$ cat config.mk
export PLATFORM = sky130hd
export DESIGN_NAME = dna_primer_validator
export DESIGN_NICKNAME = d
export VERILOG_FILES = /design/src/rtl/core/dpv_pkg.sv /design/src/rtl/core/dpv_fifo.sv /design/src/rtl/core/dpv_front.sv /design/src/rtl/core/dpv_back.sv /design/src/rtl/core/dna_primer_validator.sv
export VERILOG_INCLUDE_DIRS = /design/src /design/src/rtl/core
export SDC_FILE = /design/constraint.sdc
export NUM_CORES = 1
export LEC_CHECK = 0
export ABC_CLOCK_PERIOD_IN_PS = 9700
export CAP_MARGIN = 20
export CORE_MARGIN = 4
export CORE_UTILIZATION = 60
export DETAILED_ROUTE_END_ITERATION = 10
export DONT_BUFFER_PORTS = 1
export PLACE_DENSITY = 0.75
export SYNTH_ARGS = -nofsm -noshare
export SYNTH_HDL_FRONTEND = slang
export SYNTH_SLANG_ARGS = --single-unit
$ cat constraint.sdc
create_clock -name clk -period 9.7 [get_ports clk]
set_input_delay 0 -clock clk [delete_from_list [all_inputs] [get_ports clk]]
set_output_delay 0 -clock clk [all_outputs]
set_load 0.02 [all_outputs]
$ cat src/rtl/core/dna_primer_validator_defines.svh
// Assertion helpers shared by the primer validator RTL.
// Each expects clk and arst_n in scope.
`ifndef DNA_PRIMER_VALIDATOR_DEFINES_SVH
`define DNA_PRIMER_VALIDATOR_DEFINES_SVH

// Same-cycle implication.
`define DPV_ASSERT_SAME(label, ante, cons, msg) \
	label: assert property (@(posedge clk) disable iff (!arst_n) (ante) |-> (cons)) \
		else $error(msg);

// Next-cycle implication.
`define DPV_ASSERT_NEXT(label, ante, cons, msg) \
	label: assert property (@(posedge clk) disable iff (!arst_n) (ante) |=> (cons)) \
		else $error(msg);

`endif

$ cat src/rtl/core/dpv_pkg.sv
package dpv_pkg;

	localparam logic [7:0] ASCII_A = 8'h41;
	localparam logic [7:0] ASCII_C = 8'h43;
	localparam logic [7:0] ASCII_G = 8'h47;
	localparam logic [7:0] ASCII_T = 8'h54;

	localparam logic [2:0] REASON_NONE    = 3'd0;
	localparam logic [2:0] REASON_START   = 3'd1;
	localparam logic [2:0] REASON_LENGTH  = 3'd2;
	localparam logic [2:0] REASON_TEMP    = 3'd3;
	localparam logic [2:0] REASON_CONTENT = 3'd4;

	localparam logic [2:0] REG_LENGTH_MIN  = 3'd0;
	localparam logic [2:0] REG_LENGTH_MAX  = 3'd1;
	localparam logic [2:0] REG_TEMP_MIN    = 3'd2;
	localparam logic [2:0] REG_TEMP_MAX    = 3'd3;
	localparam logic [2:0] REG_CONTENT_MIN = 3'd4;
	localparam logic [2:0] REG_CONTENT_MAX = 3'd5;
	localparam logic [2:0] REG_GC_START    = 3'd6;

	localparam int QUEUE_DEPTH = 2;

	typedef struct packed {
		logic [11:0] length_min;
		logic [11:0] length_max;
		logic [13:0] temp_min;
		logic [13:0] temp_max;
		logic [16:0] content_min;
		logic [16:0] content_max;
		logic        require_gc_start;
	} dpv_cfg_t;

	typedef struct packed {
		logic        passed;
		logic [2:0]  fail_reason;
		logic [13:0] melt_temp;
		logic [11:0] gc_total;
		logic [11:0] primer_length;
	} dpv_result_t;

endpackage

$ cat src/rtl/core/dpv_fifo.sv
`include "dna_primer_validator_defines.svh"

module dpv_fifo #(
	parameter int WIDTH = 42,
	parameter int DEPTH = 2
) (
	input  logic             clk,
	input  logic             arst_n,
	input  logic             push,
	input  logic [WIDTH-1:0] wdata,
	output logic             full,
	input  logic             pop,
	output logic [WIDTH-1:0] rdata,
	output logic             empty
);
	localparam int AW = (DEPTH > 1) ? $clog2(DEPTH) : 1;
	localparam int CW = $clog2(DEPTH + 1);

	logic [WIDTH-1:0] mem_q [DEPTH];
	logic [AW-1:0]    wr_ptr_q, rd_ptr_q;
	logic [CW-1:0]    count_q;
	logic             do_push, do_pop;

	assign full    = (count_q == CW'(DEPTH));
	assign empty   = (count_q == '0);
	assign do_push = push && !full;
	assign do_pop  = pop && !empty;
	assign rdata   = mem_q[rd_ptr_q];

	always_ff @(posedge clk) begin
		if (do_push) begin
			mem_q[wr_ptr_q] <= wdata;
		end
	end

	always_ff @(posedge clk or negedge arst_n) begin
		if (!arst_n) begin
			wr_ptr_q <= '0;
			rd_ptr_q <= '0;
			count_q  <= '0;
		end else begin
			if (do_push) begin
				wr_ptr_q <= (wr_ptr_q == AW'(DEPTH - 1)) ? '0 : wr_ptr_q + AW'(1);
			end
			if (do_pop) begin
				rd_ptr_q <= (rd_ptr_q == AW'(DEPTH - 1)) ? '0 : rd_ptr_q + AW'(1);
			end
			unique case ({do_push, do_pop})
				2'b10: count_q <= count_q + CW'(1);
				2'b01: count_q <= count_q - CW'(1);
				default: count_q <= count_q;
			endcase
		end
	end

	`DPV_ASSERT_SAME(a_fifo_bound, 1'b1, count_q <= CW'(DEPTH), "queue count overflow")

endmodule

$ cat src/rtl/core/dpv_front.sv
`include "dna_primer_validator_defines.svh"

module dpv_front #(
	parameter int COUNT_BITS = 12
) (
	input  logic                      clk,
	input  logic                      arst_n,
	input  logic                      push,
	input  logic [7:0]                symbol,
	input  logic                      last_symbol,
	input  logic                      full,
	output logic                      rec_push,
	output logic [3*COUNT_BITS:0]     rec_data
);
	import dpv_pkg::*;

	logic [COUNT_BITS-1:0] len_q, at_q, gc_q;
	logic [COUNT_BITS-1:0] len_n, at_n, gc_n;
	logic                  start_q, start_n;
	logic                  is_gc, is_at, take;

	assign take  = push && !full;
	assign is_gc = (symbol == ASCII_G) || (symbol == ASCII_C);
	assign is_at = (symbol == ASCII_A) || (symbol == ASCII_T);

	always_comb begin
		len_n   = (len_q == '1) ? len_q : len_q + COUNT_BITS'(1);
		gc_n    = (is_gc && gc_q != '1) ? gc_q + COUNT_BITS'(1) : gc_q;
		at_n    = (is_at && at_q != '1) ? at_q + COUNT_BITS'(1) : at_q;
		start_n = (len_q == '0) ? is_gc : start_q;
	end

	// record carries the counts including the closing character
	assign rec_push = take && last_symbol;
	assign rec_data = {len_n, at_n, gc_n, start_n};

	always_ff @(posedge clk or negedge arst_n) begin
		if (!arst_n) begin
			len_q   <= '0;
			at_q    <= '0;
			gc_q    <= '0;
			start_q <= 1'b0;
		end else if (take) begin
			if (last_symbol) begin
				len_q   <= '0;
				at_q    <= '0;
				gc_q    <= '0;
				start_q <= 1'b0;
			end else begin
				len_q   <= len_n;
				at_q    <= at_n;
				gc_q    <= gc_n;
				start_q <= start_n;
			end
		end
	end

	`DPV_ASSERT_NEXT(a_front_clear, rec_push, len_q == '0 && gc_q == '0 && at_q == '0, "counts not cleared after last symbol")

endmodule

$ cat src/rtl/core/dpv_back.sv
`include "dna_primer_validator_defines.svh"

module dpv_back #(
	parameter int COUNT_BITS = 12
) (
	input  logic                      clk,
	input  logic                      arst_n,
	input  dpv_pkg::dpv_cfg_t         cfg,
	input  logic                      in_empty,
	input  logic [3*COUNT_BITS:0]     in_data,
	output logic                      in_pop,
	input  logic                      out_full,
	output logic                      out_push,
	output dpv_pkg::dpv_result_t      out_data
);
	import dpv_pkg::*;

	localparam int TW = COUNT_BITS + 3;
	localparam int PW = COUNT_BITS + 17;

	logic [COUNT_BITS-1:0] len_in, at_in, gc_in;
	logic                  start_in;
	logic [TW-1:0]         temp_in;

	logic                  v_s1, v_s2;
	logic                  adv_s1, adv_s2;
	logic                  start_fail_s1, len_fail_s1, temp_fail_s1, cmax_zero_s1;
	logic [PW-1:0]         pmin_s1, pmax_s1, gcs_s1;
	logic [TW-1:0]         temp_s1;
	logic [COUNT_BITS-1:0] len_s1, gc_s1;
	dpv_result_t           res_s2;
	logic                  gc_fail;
	logic [2:0]            reason;

	assign {len_in, at_in, gc_in, start_in} = in_data;
	assign temp_in = (TW'(at_in) << 1) + (TW'(gc_in) << 2);

	assign adv_s2   = !v_s2 || !out_full;
	assign adv_s1   = !v_s1 || adv_s2;
	assign in_pop   = !in_empty && adv_s1;
	assign out_push = v_s2;
	assign out_data = res_s2;

	always_ff @(posedge clk or negedge arst_n) begin
		if (!arst_n) begin
			v_s1 <= 1'b0;
			v_s2 <= 1'b0;
		end else begin
			if (adv_s1) begin
				v_s1 <= !in_empty;
			end
			if (adv_s2) begin
				v_s2 <= v_s1;
			end
		end
	end

	// stage 1: bound checks and cross products for the GC fraction
	always_ff @(posedge clk) begin
		if (in_pop) begin
			start_fail_s1 <= cfg.require_gc_start && !start_in;
			len_fail_s1   <= !(cfg.length_max != '0
				&& 32'(len_in) >= 32'(cfg.length_min)
				&& 32'(len_in) <= 32'(cfg.length_max));
			temp_fail_s1  <= !(cfg.temp_max != '0
				&& 32'(temp_in) >= 32'(cfg.temp_min)
				&& 32'(temp_in) <= 32'(cfg.temp_max));
			cmax_zero_s1  <= (cfg.content_max == '0);
			pmin_s1       <= PW'(cfg.content_min) * PW'(len_in);
			pmax_s1       <= PW'(cfg.content_max) * PW'(len_in);
			gcs_s1        <= PW'(gc_in) << 16;
			temp_s1       <= temp_in;
			len_s1        <= len_in;
			gc_s1         <= gc_in;
		end
	end

	assign gc_fail = cmax_zero_s1 || (gcs_s1 < pmin_s1) || (gcs_s1 > pmax_s1);

	always_comb begin
		priority if (start_fail_s1) begin
			reason = REASON_START;
		end else if (len_fail_s1) begin
			reason = REASON_LENGTH;
		end else if (temp_fail_s1) begin
			reason = REASON_TEMP;
		end else if (gc_fail) begin
			reason = REASON_CONTENT;
		end else begin
			reason = REASON_NONE;
		end
	end

	// stage 2: verdict and saturated report fields
	always_ff @(posedge clk) begin
		if (adv_s2 && v_s1) begin
			res_s2.passed        <= (reason == REASON_NONE);
			res_s2.fail_reason   <= reason;
			res_s2.melt_temp     <= (32'(temp_s1) > 32'd16383) ? 14'h3FFF : 14'(temp_s1);
			res_s2.gc_total      <= (32'(gc_s1) > 32'd4095) ? 12'hFFF : 12'(gc_s1);
			res_s2.primer_length <= (32'(len_s1) > 32'd4095) ? 12'hFFF : 12'(len_s1);
		end
	end

	`DPV_ASSERT_SAME(a_back_verdict, v_s2, res_s2.passed == (res_s2.fail_reason == REASON_NONE), "verdict and reason disagree")
	`DPV_ASSERT_NEXT(a_back_hold, v_s1 && !adv_s2, v_s1, "stage 1 lost an item while stalled")
	`DPV_ASSERT_NEXT(a_back_load, in_pop, v_s1, "popped record did not enter stage 1")

endmodule

$ cat src/rtl/core/dna_primer_validator.sv
// Channel   Dir  Handshake                  Carries
// input     in   push / full                symbol, last_symbol
// result    out  pop / empty                passed, fail_reason, melt_temp,
//                                           gc_total, primer_length
// config    in   cfg_valid / cfg_ready      cfg_index, cfg_data
//
// One character is taken per cycle unless full; counters update in one step,
// so full rises only when both entries of the record queue are occupied.
// A record leaves the record queue, passes through the check pipeline (bounds
// and cross products, then the verdict) and lands in the result queue.
// Reset is asynchronous and clears counters, queue pointers, valid flags and
// configuration to 0; the data registers are not reset.
// A stalled result side backs up through the pipeline into the record queue;
// once that is full, full holds back every character until a record leaves.
module dna_primer_validator #(
	parameter int COUNT_BITS = 12
) (
	input  logic        clk,
	input  logic        arst_n,
	input  logic        push,
	output logic        full,
	input  logic [7:0]  symbol,
	input  logic        last_symbol,
	input  logic        pop,
	output logic        empty,
	output logic        passed,
	output logic [2:0]  fail_reason,
	output logic [13:0] melt_temp,
	output logic [11:0] gc_total,
	output logic [11:0] primer_length,
	input  logic        cfg_valid,
	output logic        cfg_ready,
	input  logic [2:0]  cfg_index,
	input  logic [16:0] cfg_data
);
	import dpv_pkg::*;

	localparam int RW = 3 * COUNT_BITS + 1;

	dpv_cfg_t    cfg_q;
	logic        rec_push, rec_full, rec_empty, rec_pop;
	logic [RW-1:0] rec_wdata, rec_rdata;
	logic        res_push, res_full;
	dpv_result_t res_wdata, res_rdata;
	logic        full_unused;

	// configuration: always ready, index outside the map is dropped
	assign cfg_ready = 1'b1;

	always_ff @(posedge clk or negedge arst_n) begin
		if (!arst_n) begin
			cfg_q <= '0;
		end else if (cfg_valid) begin
			unique case (cfg_index)
				REG_LENGTH_MIN:  cfg_q.length_min       <= cfg_data[11:0];
				REG_LENGTH_MAX:  cfg_q.length_max       <= cfg_data[11:0];
				REG_TEMP_MIN:    cfg_q.temp_min         <= cfg_data[13:0];
				REG_TEMP_MAX:    cfg_q.temp_max         <= cfg_data[13:0];
				REG_CONTENT_MIN: cfg_q.content_min      <= cfg_data;
				REG_CONTENT_MAX: cfg_q.content_max      <= cfg_data;
				REG_GC_START:    cfg_q.require_gc_start <= cfg_data[0];
				default: cfg_q <= cfg_q;
			endcase
		end
	end

	// front end: counts characters and emits one record per primer
	dpv_front #(.COUNT_BITS(COUNT_BITS)) u_front (
		.clk         (clk),
		.arst_n      (arst_n),
		.push        (push),
		.symbol      (symbol),
		.last_symbol (last_symbol),
		.full        (rec_full),
		.rec_push    (rec_push),
		.rec_data    (rec_wdata)
	);

	assign full = rec_full;

	// record queue decouples counting from checking
	dpv_fifo #(.WIDTH(RW), .DEPTH(QUEUE_DEPTH)) u_rec_q (
		.clk    (clk),
		.arst_n (arst_n),
		.push   (rec_push),
		.wdata  (rec_wdata),
		.full   (rec_full),
		.pop    (rec_pop),
		.rdata  (rec_rdata),
		.empty  (rec_empty)
	);

	// back end: two-stage check pipeline
	dpv_back #(.COUNT_BITS(COUNT_BITS)) u_back (
		.clk      (clk),
		.arst_n   (arst_n),
		.cfg      (cfg_q),
		.in_empty (rec_empty),
		.in_data  (rec_rdata),
		.in_pop   (rec_pop),
		.out_full (res_full),
		.out_push (res_push),
		.out_data (res_wdata)
	);

	// result queue parts the pipeline from the consumer
	dpv_fifo #(.WIDTH($bits(dpv_result_t)), .DEPTH(QUEUE_DEPTH)) u_res_q (
		.clk    (clk),
		.arst_n (arst_n),
		.push   (res_push),
		.wdata  (res_wdata),
		.full   (res_full),
		.pop    (pop),
		.rdata  (res_rdata),
		.empty  (empty)
	);

	assign full_unused   = 1'b0;
	assign passed        = res_rdata.passed | full_unused;
	assign fail_reason   = res_rdata.fail_reason;
	assign melt_temp     = res_rdata.melt_temp;
	assign gc_total      = res_rdata.gc_total;
	assign primer_length = res_rdata.primer_length;

endmodule
==> flow_metrics.env, run 1 <==
export IMPL_synth_xor_area_share_pct=2.51
export IMPL_drt_iter0_drc=1545
export IMPL_dr_total_vias=20800
export IMPL_postSynthAreaPerCell_um2=11.0
export IMPL_rows=84
export IMPL_synth_enable_flop_cells=300
export IMPL_wl_per_cell_um=20.3
export IMPL_worst_path_buf_inv=5
export IMPL_cts_sinks=434
export IMPL_stdcell_area_um2=34400
export IMPL_drive_gt1_share_pct=9.08
export IMPL_outcome="finished clean"
export IMPL_nNetsFinal=3430
export IMPL_synth_compound_area_share_pct=6.34
export IMPL_hold_viol_final=0
export IMPL_fin_tns_setup_ns=0
export IMPL_crit_path_end_kind="flip-flop"
export IMPL_final_common_cell="inv_1"
export IMPL_worstSetupPathType="reg2reg"
export IMPL_synth_flop_cell="edfxtp_1"
export IMPL_cts_resized=0
export IMPL_die_h_um=238
export IMPL_clk_pin_slew_worst_paths_ns=0.06
export IMPL_netlist_instances=2887
export IMPL_setup_viol=0
export IMPL_grtUsageTotal_pct=26.4
export IMPL_gp_congestion=0.899
export IMPL_synth_top_family_by_area="adder cells"
export IMPL_synth_area_leader_cell="edfxtp_1"
export IMPL_grt_max_degree=135
export IMPL_wirelength_mm=73.0
export IMPL_drc=0
export IMPL_cp_num_cells=20
export IMPL_hold_path_depth=4
export IMPL_muxShareOfSynthArea_pct=5.18
export IMPL_cp_required_ns=10.03
export IMPL_cts_buffers=45
export IMPL_critical_path_max_stage_delay_ns=0.70
export IMPL_dpl_cell_count=3463
export IMPL_synthTopCellsByArea="edfxtp_1, fa_1, dfrtp_1, ha_1, inv_1"
export IMPL_tightest_slew_ns=1.09
export IMPL_grt_overflow=0
export IMPL_first_pass_iters=6
export IMPL_rr_startpoint="u_rec_q.rd_ptr_q"
export IMPL_finalCriticalPeriod_ns=6.69
export IMPL_min_delay_start="symbol[0]"
export IMPL_cts_buffer_depth=3
export IMPL_synth_seq_area_share_pct=39.0
export IMPL_yosysWarnings=0
export IMPL_drtAntennaViolNets=0
export IMPL_synthDistinctLibCells=79
export IMPL_antenna_found_initial=7
export IMPL_holdPathEnd="u_rec_q.mem_q[1][7]"
export IMPL_fin_cells=3597
export IMPL_synth_simple_area_share_pct=12.3
export IMPL_syn_num_nets=3447
export IMPL_numPortBuffers=0
export IMPL_synth_fa_ha_area_share_pct=27.9
export IMPL_dieArea_um2=56600
export IMPL_area_delta_synth_final_pct=8.49
export IMPL_cts_root_buf="clkbuf_16"
export IMPL_slew_viol_final=0
export IMPL_yosys_area_top_type_share_pct=28.4
export IMPL_crit_slowest_cell="mux2_2"
export IMPL_htreeDepth=2
export IMPL_dpl_instance_area_um2=32300
export IMPL_worstPathCellList="buf_4 -> mux2_2 -> and2_1 -> fa_1 -> inv_1 -> fa_1 -> inv_1 -> fa_1 -> fa_1 -> inv_1 -> fa_1 -> inv_1 -> ha_1 -> a21oi_1 -> o21ai_0 -> nor2b_1 -> a211oi_1 -> o31ai_2 -> o21ai_0 -> nand4_1"
export IMPL_final_cell_mix="inv_1, nand2_1, fa_1"
export IMPL_cts_tree="done"
export IMPL_rsz0062_at_grt="no"
export IMPL_place_hpwl_mm=51.5
export IMPL_hold_path_class="in2reg"
export IMPL_r2r_slack_ns=3.01
export IMPL_start_util_pct=60.5
export IMPL_worst_clock_skew_ns=0.0214
export IMPL_slew_headroom_pct=26.8
export IMPL_post_route_period_util_pct=69.0
export IMPL_synth_cell_area_um2=31700
export IMPL_cap_violations=0
export IMPL_grt_pass1_wl_mm=118
export IMPL_core_um2=52400
export IMPL_grt_pass1_vias=21500
export IMPL_boundaryPins=79
export IMPL_final_util_pct=65.6
export IMPL_rr_endpoint="u_back.pmax_s1[28]"
export IMPL_cp_arrival_ns=7.03
export IMPL_fmax_mhz=149
export IMPL_async_flop_share_pct=30.9
export IMPL_worst_path_most_repeated_cell="fa_1"
export IMPL_fillers=3860
export IMPL_ys_ff_latch=434
export IMPL_drt_vias_per_instance=5.78
export IMPL_cp_start_kind="flip-flop"
export IMPL_critical_path_top_delay_family="adder cells"
export IMPL_insertion_delay_ns=0.60
export IMPL_die_w_um=238
export IMPL_r2r_cells=20
export IMPL_cp_max_fo=38
==> sequential cells by signal, summed over array words and instances, names as in the netlist, 2 cells and up <==
register,cells
u_back.gc_s1,12
u_back.len_s1,12
u_res_q.count_q,2
u_front.at_q,12
u_front.gc_q,12
cfg_q,87
u_back.pmax_s1,29
u_back.temp_s1,14
u_back.out_data,42
u_back.pmin_s1,29
u_rec_q.mem_q,74
u_front.len_q,12
u_res_q.mem_q,84
u_rec_q.count_q,2
==> area by class of cell <==
cell class	count	area, um2	share of cell area, %
tap	688	861	2.50
timing repair buffer	58	597	1.73
multi-input combinational	1877	17200	50.1
inverter	454	1700	4.95
antenna	3	7.51	0.0218
clock buffer	52	1160	3.38
clock inverter	31	492	1.43
sequential	434	12400	35.9
==> tightest hold or removal path, cell delays in order <==
cell     delay [ns]
nand2_1        0.08
nor3_4         0.05
a41oi_1        0.20
nor2_1         0.09
==> routing by layer <==
layer  up-vias  global-route usage [%]  share of wire, %
met5         -                       0             0.018
met4         2                    9.08               4.0
met3       153                    4.52               7.0
met2       715                    43.0                48
met1     10400                    36.4                41
li1       9469                       -                 -
==> synthesized netlist by cell type (all sizes together) (3+ instances only) <==
cell type / number
mux2i: 17
nand2b: 11
buf: 11
fa: 301
and2: 152
nand4b: 3
o2111ai: 4
o31ai: 3
nor3: 26
nand4: 26
mux2: 131
dfrtp: 134
or2: 15
a31oi: 9
and3: 11
nand3: 34
o21bai: 8
ha: 225
inv: 454
o21ai: 110
and4: 5
a41oi: 3
o21a: 12
xnor2: 62
a21o: 30
nand2: 370
a211o: 4
a211oi: 14
nor3b: 7
o22ai: 4
clkbuf: 111
nor2b: 14
nor4: 27
nor2: 79
a22o: 15
o211ai: 7
xor2: 29
edfxtp: 300
a21oi: 79
==> per-stage QoR <==
stage,setup slack (ns),hold WS (ns)
2_1_floorplan,2.94,-0.296
3_3_place_gp,3.18,-0.292
3_5_place_dp,3.07,-0.292
4_1_cts,3.04,0.0295
5_1_grt,2.64,0.0633
6_report,3.01,0.0252
==> logic make-up after synthesis <==
kind of cell,count (synthesis)
compound gates,320
xor+xnor,91
fa+ha+maj,526
buf+inv,576
flops,434
mux,148
other cells,1
simple gates,791
==> worst max-delay path by stage <==
stage / to / from / slack [ns]
floorplan: u_rec_q.count_q[1] / u_res_q.count_q[0] / 2.94
CTS: u_back.pmax_s1[26] / u_rec_q.rd_ptr_q / 3.04
global route: u_back.pmin_s1[27] / u_rec_q.rd_ptr_q / 2.64
detailed placement: u_back.pmin_s1[27] / u_rec_q.rd_ptr_q / 3.07
finish: u_back.pmax_s1[28] / u_rec_q.rd_ptr_q / 3.01
global placement: u_back.pmin_s1[27] / u_rec_q.rd_ptr_q / 3.18
==> timing repair <==
action / CTS / global route
hold buffers: 46 / 0
endpoints found under the hold margin: 272 / 0
buffers inserted: 0 / 0
Power of run 1 is not shown: default switching activity piles up to over one toggle a cycle in this logic, so the estimate is an artifact.
==> run 2, diff against run 1 <==
--- a/config.mk
+++ b/config.mk
@@ -6,7 +6,7 @@
 export SDC_FILE = /design/constraint.sdc
 export NUM_CORES = 1
 export LEC_CHECK = 0
-export ABC_CLOCK_PERIOD_IN_PS = 9700
+export ABC_CLOCK_PERIOD_IN_PS = 6650
 export CAP_MARGIN = 20
 export CORE_MARGIN = 4
 export CORE_UTILIZATION = 60
==> constraint.sdc (replaced) <==
create_clock -name clk -period 6.65 [get_ports clk]
set_input_delay 0 -clock clk [delete_from_list [all_inputs] [get_ports clk]]
set_output_delay 0 -clock clk [all_outputs]
set_load 0.02 [all_outputs]
==> flow_metrics.env, run 2 (synthesis results as in run 1) <==
export IMPL_outcome="finished clean"
export IMPL_hold_path_depth=3
export IMPL_top_register="cfg_q"
export IMPL_rr_endpoint="u_back.pmax_s1[26]"
export IMPL_core_um2=52400
export IMPL_hold_path_class="in2reg"
export IMPL_cap_violations=0
export IMPL_insertion_delay_ns=0.60
export IMPL_grt_overflow=0
export IMPL_grt_max_degree=135
export IMPL_drive_gt1_share_pct=9.87
export IMPL_rsz0062_at_grt="no"
export IMPL_min_delay_start="cfg_valid"
export IMPL_dr_total_vias=21000
export IMPL_slew_headroom_pct=28.0
export IMPL_place_ws_ns=0.241
export IMPL_setup_viol=0
export IMPL_top_usage_layer="met2"
export IMPL_cts_root_buf="clkbuf_16"
export IMPL_worst_clock_skew_ns=0.0281
export IMPL_die_h_um=238
export IMPL_drtAntennaViolNets=0
export IMPL_dieArea_um2=56600
export IMPL_r2r_cells=19
export IMPL_crit_path_end_kind="flip-flop"
export IMPL_holdPathEnd="cfg_q[3]"
export IMPL_r2r_slack_ns=0.30
export IMPL_worstSetupPathType="reg2reg"
export IMPL_post_route_period_util_pct=95.5
export IMPL_wirelength_mm=74.7
export IMPL_wl_per_cell_um=20.6
export IMPL_post_cts_buffers=0
export IMPL_die_w_um=238
export IMPL_cp_required_ns=6.97
export IMPL_cts_buffer_depth=3
export IMPL_drt_iter0_drc=1679
export IMPL_first_pass_iters=8
export IMPL_fin_tns_setup_ns=0
export IMPL_gp_congestion=0.927
export IMPL_rows=84
export IMPL_place_hpwl_mm=54.9
export IMPL_antenna_found_initial=4
export IMPL_slew_viol_final=0
export IMPL_nNetsFinal=3461
export IMPL_largest_reg_flops=87
export IMPL_grt_pass1_wl_mm=120
export IMPL_cp_max_fo=32
export IMPL_final_cell_mix="inv_1, nand2_1, fa_1"
export IMPL_start_util_pct=60.5
export IMPL_cts_sinks=434
export IMPL_cp_arrival_ns=6.67
export IMPL_met3_usage_pct=4.42
export IMPL_area_delta_synth_final_pct=9.22
export IMPL_finalCriticalPeriod_ns=6.35
export IMPL_rr_startpoint="u_rec_q.rd_ptr_q"
export IMPL_setup_ws_ns=0.302
export IMPL_cp_startpoint="u_rec_q.rd_ptr_q"
export IMPL_cts_tree="done"
export IMPL_grt_pass1_vias=21900
export IMPL_clk_pin_slew_worst_paths_ns=0.07
export IMPL_grtUsageTotal_pct=26.9
export IMPL_drt_vias_per_instance=5.79
export IMPL_grtUsageMet1_pct=37.1
export IMPL_tightest_slew_ns=1.08
export IMPL_fmax_mhz=158
export IMPL_cp_start_kind="flip-flop"
export IMPL_cts_buffers=45
export IMPL_final_common_cell="inv_1"
export IMPL_htreeDepth=2
export IMPL_boundaryPins=79
export IMPL_fillers=3853
export IMPL_use_met2_pct=44.2
export IMPL_drc=0
export IMPL_top_regs="cfg_q x87, u_res_q.mem_q x84, u_rec_q.mem_q x74"
export IMPL_hold_viol_final=0
export IMPL_numPortBuffers=0
run 2: how the worst max path moves through the flow:
stage | end | slack (ns) | cells after the start
after floorplan | u_back.pmin_s1[27] | 0.74 | 22
after detailed placement | u_back.pmax_s1[26] | 0.24 | 19
final | u_back.pmax_s1[26] | 0.30 | 19
after CTS | u_back.pmax_s1[26] | 0.17 | 19
after global placement | u_back.pmax_s1[26] | 0.36 | 19
after global routing | u_back.pmax_s1[26] | 0.01 | 19
run 2: metrics by stage:
step           utilization [%]  std cells  hold slack (ns)  cell area, um2
3_3_place_gp              61.9       3489           -0.292           32400
5_1_grt                   66.1       3627         -0.00189           34700
4_1_cts                   66.0       3621          0.00707           34600
2_1_floorplan                -       2887           -0.296           31700
3_5_place_dp              62.0       3491           -0.292           32500
6_report                  66.1       3627          0.00202           34700
run 2: critical path, stage by stage, from the launching register on:
cell and delay, ns:
dfrtp_2 0.56, mux2_2 0.63, and2_1 0.28, fa_1 0.49
inv_1 0.06, fa_1 0.53, inv_1 0.06, fa_1 0.50
fa_1 0.56, inv_1 0.06, fa_1 0.58, inv_1 0.06
ha_1 0.40, a21oi_1 0.22, o21ai_0 0.14, nor2b_1 0.15
a211oi_1 0.28, o31ai_2 0.18, mux2i_1 0.20, o2111ai_1 0.14
run 2: cell type report:
cell class | instances | area [um2] | area share, %
diodes | 1 | 2.50 | 0.00722
clock buffers | 54 | 1180 | 3.40
clock inverters | 30 | 435 | 1.26
inverters | 454 | 1700 | 4.92
multi-input cells | 1877 | 17200 | 49.7
flip-flops and latches | 434 | 12400 | 35.7
well taps | 688 | 861 | 2.48
repair buffers | 89 | 873 | 2.52
run 2: repair_timing:
action,CTS,global route
setup endpoints to repair,0,6
hold buffers,46,3
endpoints found under the hold margin,275,1
gates resized for setup,0,1
run 2: metal layers:
metal	up-vias	share of wire (%)	wire, um
li1	9535	-	-
met1	10500	42	31100
met2	765	48	35700
met3	166	6.8	5100
met4	2	3.8	2840
met5	-	0.017	13
Power of run 2 is left out for the same reason.
